`src/rtl/lzwd_pkg.sv`:
```
package lzwd_pkg;

  localparam int DICT_SIZE = 4096;
  localparam int MAX_LEN   = 64;
  localparam int ALPHA     = 256;

  localparam int BYTE_W = 8;
  localparam int CODE_W = $clog2(DICT_SIZE);
  localparam int NF_W   = CODE_W + 1;
  localparam int LEN_W  = $clog2(MAX_LEN + 1);
  localparam int IDX_W  = $clog2(MAX_LEN);
  localparam int TOT_W  = LEN_W + 1;

  typedef enum logic [2:0] {
    ST_IDLE,
    ST_WALK,
    ST_HEAD,
    ST_BODY,
    ST_TAIL,
    ST_ERR
  } state_t;

  typedef enum logic [1:0] {
    SEL_HEAD,
    SEL_BODY,
    SEL_TAIL,
    SEL_ERR
  } emit_sel_t;

  typedef struct packed {
    logic      load;
    logic      walk;
    logic      emit;
    emit_sel_t sel;
    logic      last;
    logic      commit;
  } cmd_t;

  typedef struct packed {
    logic bad;
    logic kwk;
    logic chain_end;
    logic too_long;
    logic total_long;
    logic body_none;
    logic body_one;
    logic out_free;
  } sts_t;

endpackage

```
`src/rtl/lzwd_ctrl.sv`:
```
module lzwd_ctrl (
  input  logic          clk,
  input  logic          rst_n,
  input  logic          in_valid,
  output logic          in_stall,
  input  lzwd_pkg::sts_t sts,
  output lzwd_pkg::cmd_t cmd
);
  import lzwd_pkg::*;

  state_t state_r, state_nxt;

  always_ff @(posedge clk) begin
    if (!rst_n) begin
      state_r <= ST_IDLE;
    end else begin
      state_r <= state_nxt;
    end
  end

  always_comb begin
    state_nxt = state_r;
    cmd       = '0;
    cmd.sel   = SEL_HEAD;
    in_stall  = (state_r != ST_IDLE);
    unique case (state_r)
      ST_IDLE: begin
        if (in_valid) begin
          cmd.load  = 1'b1;
          state_nxt = sts.bad ? ST_ERR : ST_WALK;
        end
      end
      ST_WALK: begin
        cmd.walk = 1'b1;
        priority if (sts.too_long) begin
          state_nxt = ST_ERR;
        end else if (sts.chain_end) begin
          state_nxt = sts.total_long ? ST_ERR : ST_HEAD;
        end else begin
          state_nxt = ST_WALK;
        end
      end
      ST_HEAD: begin
        if (sts.out_free) begin
          cmd.emit = 1'b1;
          cmd.sel  = SEL_HEAD;
          cmd.last = sts.body_none && !sts.kwk;
          priority if (!sts.body_none) begin
            state_nxt = ST_BODY;
          end else if (sts.kwk) begin
            state_nxt = ST_TAIL;
          end else begin
            cmd.commit = 1'b1;
            state_nxt  = ST_IDLE;
          end
        end
      end
      ST_BODY: begin
        if (sts.out_free) begin
          cmd.emit = 1'b1;
          cmd.sel  = SEL_BODY;
          cmd.last = sts.body_one && !sts.kwk;
          if (sts.body_one) begin
            if (sts.kwk) begin
              state_nxt = ST_TAIL;
            end else begin
              cmd.commit = 1'b1;
              state_nxt  = ST_IDLE;
            end
          end
        end
      end
      ST_TAIL: begin
        if (sts.out_free) begin
          cmd.emit   = 1'b1;
          cmd.sel    = SEL_TAIL;
          cmd.last   = 1'b1;
          cmd.commit = 1'b1;
          state_nxt  = ST_IDLE;
        end
      end
      ST_ERR: begin
        if (sts.out_free) begin
          cmd.emit  = 1'b1;
          cmd.sel   = SEL_ERR;
          cmd.last  = 1'b1;
          state_nxt = ST_IDLE;
        end
      end
      default: begin
        state_nxt = ST_IDLE;
      end
    endcase
  end

endmodule

```
`config.mk`:
```
export PLATFORM = sky130hd
export DESIGN_NAME = lzwd_ctrl
export DESIGN_NICKNAME = d
export VERILOG_FILES = /design/src/rtl/lzwd_pkg.sv /design/src/rtl/lzwd_ctrl.sv
export SDC_FILE = /design/constraint.sdc
export NUM_CORES = 1
export LEC_CHECK = 0
export BUFFER_PORTS_ARGS = -buffer_cell sky130_fd_sc_hd__buf_2
export CAP_MARGIN = 10
export CORE_AREA = 2 2 39 41
export CTS_CLUSTER_SIZE = 20
export DETAILED_ROUTE_END_ITERATION = 6
export DIE_AREA = 0 0 41 43
export GPL_ROUTABILITY_DRIVEN = 0
export GPL_TIMING_DRIVEN = 0
export PLACE_DENSITY = 0.53
export SYNTH_ARGS = -nofsm -noshare
export SYNTH_HDL_FRONTEND = slang
export SYNTH_SLANG_ARGS = --single-unit
```
`constraint.sdc`:
```
create_clock -name clk -period 2 [get_ports clk]
set_input_delay 0.4 -clock clk [delete_from_list [all_inputs] [get_ports clk]]
set_output_delay 0.4 -clock clk [all_outputs]
set_load 0.01 [all_outputs]
```
==> impl_results.md, run 1 <==
- Outcome: finished clean
- Critical Path AT: 1540 ps
- First-pass GRT wire length: ~1.4 mm
- Flop2flop setup slack: about 520 ps
- Die X-Extent: 41 um
- Drt wl/cell: 10.0 um
- Largest net degree at the start of global routing: 11
- Via count: 413
- R2R depth: 5
- CP max FO: 8
- Total GRT Usage: 11.1%
- Clk_lat worst skew: 230 ps
- IO buf count: 18
- Post-placement setup slack: around 180 ps
- Syn Area/Cell: roughly 7.1 sq um
- Routed WL: between 800 and 900 um
- Fin. Hold Viols: 0
- # hold bufs at CTS: 0
- Pre-Repair DR Iteration Count: 4
- Initial Util: 24.8%
- Die area: 1760 sq um
- Final #Nets: between 80 and 90
- Post-Synthesis Cells: 48
- Clock-pin slew on the worst setup and hold paths: 30 ps
- Syn nets: 62
- Max IR drop VDD: between 0.2 and 0.3 mV
- Share of layout cells above drive strength 1: 40.3%
- DPL Wire Length: ~690 um
- Sequential cell area fraction in the yosys report: 17.5%
- Filler instances: 161
- Crit Reg-Reg Startpoint: state_r[1]
- Yosys top cell by area: dfxtp_1
- Tcrit/Tclk final: 97.1%
- Final setup fails: 0
- # diodes: 0
- Mapped Area: around 340 sq um
- Dominant cells by area after synthesis: dfxtp_1, ha_1, mux2i_1
- TritonCTS sink count: 3
- Synth warn: 0
- Final setup margin: 58.7 ps
- DRC errors left: 0
- Hold Path End: state_r[1]
- R2r endpoint: state_r[2]
- CP endpoint kind: primary output
- CTS root buf: clkbuf_4
- Std-Cell Core Area: 1380 sq um
- Post-Place Cell Area: 453 sq um
- Max-cap violations: 0
- Max Clock Skew: roughly 0.98 ps
- Lkg Pwr: roughly 0.25 nW
- Worst Hold Class: in2reg
- Crit path kind: reg2out
- TritonCTS clock tree: done
- Grt total ovfl: 0
- Max transition margin: 73.2%
- Final min period: 1940 ps
- Vias in the first global route: 362
- CP cell instances: or2b_1 > or3_4 > a21oi_1 > buf_2
- Hold slack: around 450 ps
- Vias/cell: roughly 4.7
- Yosys reg bits: 3
- TritonCTS buffer count: 3
- Hold Path Depth: 3
- Regs by FF count: state_r: 3 flops
- # H-tree levels: 1
- Layout Area Growth over Synthesis: 48.9%
- Pwr Density: roughly 950 nW/um^2
- Critical Path RT: ~1600 ps
- Final TNS setup: 0 ps
- Critical Path Source Type: flip-flop
- Die H: 43 um
- Fmax achieved: between 500 and 600 MHz
- Max FFs per register: 3
- ANT nets after route: 0
- Num rows: 14
- CTS Buffer Depth: 2
- Most flops, register: state_r
- Worst hold start: rst_n
- Final count of pins violating max slew: 0
- Worst Tran Pin Value: roughly 400 ps
- IO Count: 19
- Worst path slowest cell: dfxtp_4
- Yosys top cell area share: ~18%
- Final instance area: between 500 and 600 sq um
- Library cells used by synthesis: 25
- Worst path max stage delay: 380 ps
- Initial antenna violation count: 0
- Drt first-iter violations: 3
## worst max path at each step
| stage | from | end | slack, ps | cells after the start |
|---|---|---|---|---|
| 2_1_floorplan | state_r[1] | cmd[2] | 290 | 5 |
| 3_3_place_gp | state_r[1] | cmd[2] | 160 | 6 |
| 3_5_place_dp | state_r[1] | cmd[1] | 180 | 4 |
| 4_1_cts | state_r[1] | cmd[1] | 20 | 4 |
| 5_1_grt | state_r[1] | cmd[1] | -2 | 4 |
| 6_report | state_r[1] | cmd[1] | 60 | 4 |
## critical path, delay by kind of cell (launching register included)
kind / cells / cell delay, ps
buffers and inverters: 1 / 140
DFF: 1 / 380
AOI/OAI and AO/OA: 1 / 140
and+or+nand+nor: 2 / 650
## layout by cell type, fill, tap and decap left out, types with 2 or more instances in the layout
| cell type | synthesis | routed |
|---|---|---|
| clkbuf_4 | 0 | 3 |
| inv_1 | 2 | 2 |
| dfxtp_4 | 0 | 2 |
| mux2i_1 | 3 | 3 |
| a21oi_1 | 5 | 4 |
| or3_4 | 1 | 2 |
| and3_1 | 2 | 2 |
| nand2_1 | 8 | 8 |
| nor2_1 | 5 | 5 |
| buf_2 | 1 | 19 |
| buf_4 | 0 | 2 |
| ha_1 | 3 | 3 |
## metrics by stage
step / power, mW / util, % / instances
finish: 0.487 / 36.9 / 88
global placement: 0.376 / 32.7 / 82
floorplan: 0.296 / - / 48
CTS: 0.487 / 34.8 / 86
detailed placement: 0.374 / 32.7 / 82
global route: 0.536 / 36.9 / 88
## metal layers
metal	track usage [%]	wire length [um]	share of wire [%]	vias to the layer above
met4	8.00	0	0	0
met2	19.4	474	54	9
li1	-	-	-	219
met3	0	39	4.4	0
met1	11.8	368	42	185
met5	0	0	0	-
## final cells by class
cell class | instances | area [sq um] | share of cell area (%)
multi-input combinational | 42 | 279 | 54.7
timing repair buffer | 20 | 105 | 20.6
sequential | 3 | 67.6 | 13.2
clock buffer | 4 | 26.3 | 5.15
tap | 16 | 20.0 | 3.92
inverter | 2 | 7.51 | 1.47
buffer | 1 | 5.00 | 0.980
## cell families after synthesis
family                     Yosys count  synth area share (%)
muxes                                3                  8.76
AOI/OAI and AO/OA                   10                  17.5
buffers and inverters                3                  3.65
and+or+nand+nor                     26                  41.6
DFF                                  3                  17.5
adders and majority gates            3                  11.0
## Yosys cell counts
cell type and instances:
a211oi_1 1, o211ai_1 1, o21a_1 1, mux2i_1 3
nand3_1 1, or3_1 1, dfxtp_1 3, nor3_1 1
nand2b_1 1, nand2_1 8, inv_1 2, and3_1 2
or4_1 1, or3_4 1, ha_1 3, nor2b_1 1
nor2_1 5, nor4b_1 1, buf_2 1, o21ai_1 1
or2b_1 1, or4bb_1 1, a21oi_1 5, a21boi_1 1
and2_1 1
## where the power goes
group          switching, mW  leakage (nW)  total (mW)  internal (mW)
Combinational          0.144         0.208       0.278          0.134
Clock                 0.0307        0.0150       0.105         0.0747
Sequential            0.0219        0.0261       0.104         0.0820
## timing repair
action,in CTS,in global routing
endpoints found under the setup margin,3,3
resized for setup,2,4
setup buffers,0,2
pin swaps,0,0
No activity file was read; power rests on OpenSTA's default activity.
==> run 2, diff against run 1 <==
--- a/config.mk
+++ b/config.mk
@@ -13,7 +13,6 @@
 export DIE_AREA = 0 0 41 43
 export GPL_ROUTABILITY_DRIVEN = 0
 export GPL_TIMING_DRIVEN = 0
-export PLACE_DENSITY = 0.53
 export SYNTH_ARGS = -nofsm -noshare
 export SYNTH_HDL_FRONTEND = slang
 export SYNTH_SLANG_ARGS = --single-unit
==> run 2 against run 1 <==
Compared with the run above: total power fell by 0.77%; critical path depth did not move; final cell count shrank 2.3%; non-clock buffer count shrank 2; sequential share of layout area rose by 0.40 points; count of clock-buffer cells in the layout did not move; cell area shrank 2.9%; critical path type unchanged; critical endpoint unchanged; largest cell class unchanged; largest power group unchanged; highest routed layer unchanged.
==> impl_results.md, run 2 (synthesis gave the netlist of run 1 again) <==
- Outcome: finished clean
- TritonCTS clock tree: done
- Comb pwr share: 57.3%
- Max-cap violations: 0
- CTS root buf: clkbuf_4
- Worst Hold Class: in2reg
- Layout Area Growth over Synthesis: 44.5%
- Seq pwr share: 21.3%
- Fin. Hold Viols: 0
- Post-CTS Setup Bufs: 0
- Clk_lat worst skew: ~230 ps
- CTS Buffer Depth: 2
- DRC errors left: 0
- Critical Path RT: approximately 1600 ps
- Tcrit/Tclk final: 96.4%
- Final setup fails: 0
- Max FFs per register: 3
- Final #Nets: 85
- Fmax achieved: 518 MHz
- Regs by FF count: state_r: 3 flops
- Share of layout cells above drive strength 1: slightly below 40%
- Switching power share of the total: 40.2%
- Max IR drop VDD: 0.204 mV
- Clock-pin slew on the worst setup and hold paths: 30 ps
- Initial Util: 24.8%
- Final TNS setup: 0 ps
- Unrepaired setup endpoints after global routing: false
- Worst Tran Pin Value: 382 ps
- CP endpoint kind: primary output
- Pre-Repair DR Iteration Count: 4
- First-pass GRT wire length: 1.39 mm
- Grt total ovfl: 0
- Vias/cell: 4.79
- Total GRT Usage: 11.2%
- Max Clock Skew: 3.85 ps
- ANT nets after route: 0
- Largest net degree at the start of global routing: 11
- CP max FO: 8
- Commonest cells after routing, fill and taps aside: buf_2, nand2_1, a21oi_1, nor2_1
- Vias in the first global route: 375
- IO buf count: 18
- # diodes: 0
- Final Power: 0.484 mW
- DPL Wire Length: roughly 670 um
- Std-Cell Core Area: around 1400 sq um
- Final min period: 1930 ps
- Design internal power: 0.289 mW
- Routed WL: 825 um
- Pwr Density: between 900 and 1000 nW/um^2
- Filler instances: 160
- Critical Path AT: 1530 ps
- Die X-Extent: about 40 um
- Most common cell after layout, fill and taps aside: buf_2
- Crit path kind: reg2out
- Final count of pins violating max slew: 0
- # H-tree levels: 1
- Critical Path Source Type: flip-flop
- TritonCTS sink count: 3
- Max transition margin: between 70% and 80%
- Drt first-iter violations: 5
- Switch Pwr: a little under 0.2 mW
- Die H: 43 um
- Via count: 412
- Clk pwr share: 21.4%
- TritonCTS buffer count: 3
- Initial antenna violation count: 0
- Die area: 1760 sq um
- Drt wl/cell: approximately 9.6 um
- IO Count: 19
- Lkg Pwr: 0.241 nW
- Most flops, register: state_r
- Num rows: 14
## run 2: changes by cell type in the layout (fill, tap and decap cells not counted)
cell,delta
buf_4,-2
a21oi_2,-1
a21oi_1,+1
a21boi_2,+1
a21boi_1,-1
## run 2: through the flow
step / hold WS (ps) / setup WS (ps) / area (sq um) / utilization (%) / std cells
floorplan: 508 / 288 / 343 / - / 48
global placement: 559 / 178 / 453 / 32.7 / 82
detailed placement: 574 / 180 / 453 / 32.7 / 82
CTS: 457 / 28.5 / 482 / 34.8 / 86
global route: 480 / 10.6 / 495 / 35.8 / 86
finish: 457 / 71.2 / 495 / 35.8 / 86
## run 2: timing repair
item | in CTS | in global routing
hold buffers | 0 | 0
gates resized for setup | 2 | 4
endpoints found under the setup margin | 3 | 3
hold endpoints to repair | 0 | 0
## run 2: path summary, 6_finish.rpt
kind | slack, ps | start | to | depth (start not counted)
min reg2reg | 510 | state_r[1] | state_r[1] | 2
max reg2reg | 530 | state_r[1] | state_r[2] | 5
min | 460 | rst_n | state_r[1] | 3
max | 70 | state_r[1] | cmd[1] | 4
## run 2: routing by layer
layer / wire, um / GRT usage (%) / up-vias / part of all wire (%)
li1: - / - / 217 / -
met1: 348 / 12.8 / 188 / 42
met2: 454 / 18.8 / 7 / 55
met3: 22 / 0 / 0 / 2.7
met4: 0 / 8.00 / 0 / 0
met5: 0 / 0 / - / 0
## run 2: area by class of cell
| cell class | count | area, sq um | share of cell area [%] |
|---|---|---|---|
| inverter | 2 | 7.51 | 1.52 |
| buffer | 1 | 5.00 | 1.01 |
| timing repair buffer | 18 | 90.1 | 18.2 |
| sequential | 3 | 67.6 | 13.6 |
| tap | 16 | 20.0 | 4.04 |
| multi-input combinational | 42 | 279 | 56.3 |
| clock buffer | 4 | 26.3 | 5.30 |
## run 2: worst max-delay path, stage by stage, from the launching register on
cell and delay [ps]:
dfxtp_4 380, or2b_1 270, or3_4 380, a21oi_1 140
buf_2 140
## run 2: power by group through the flow
stage | combinational, mW | clock [mW] | sequential, mW
3_5_place_dp | 0.276 | 0 | 0.100
2_1_floorplan | 0.201 | 0 | 0.0942
3_3_place_gp | 0.274 | 0 | 0.100
6_report | 0.277 | 0.103 | 0.103
5_1_grt | 0.315 | 0.109 | 0.106
4_1_cts | 0.277 | 0.108 | 0.102
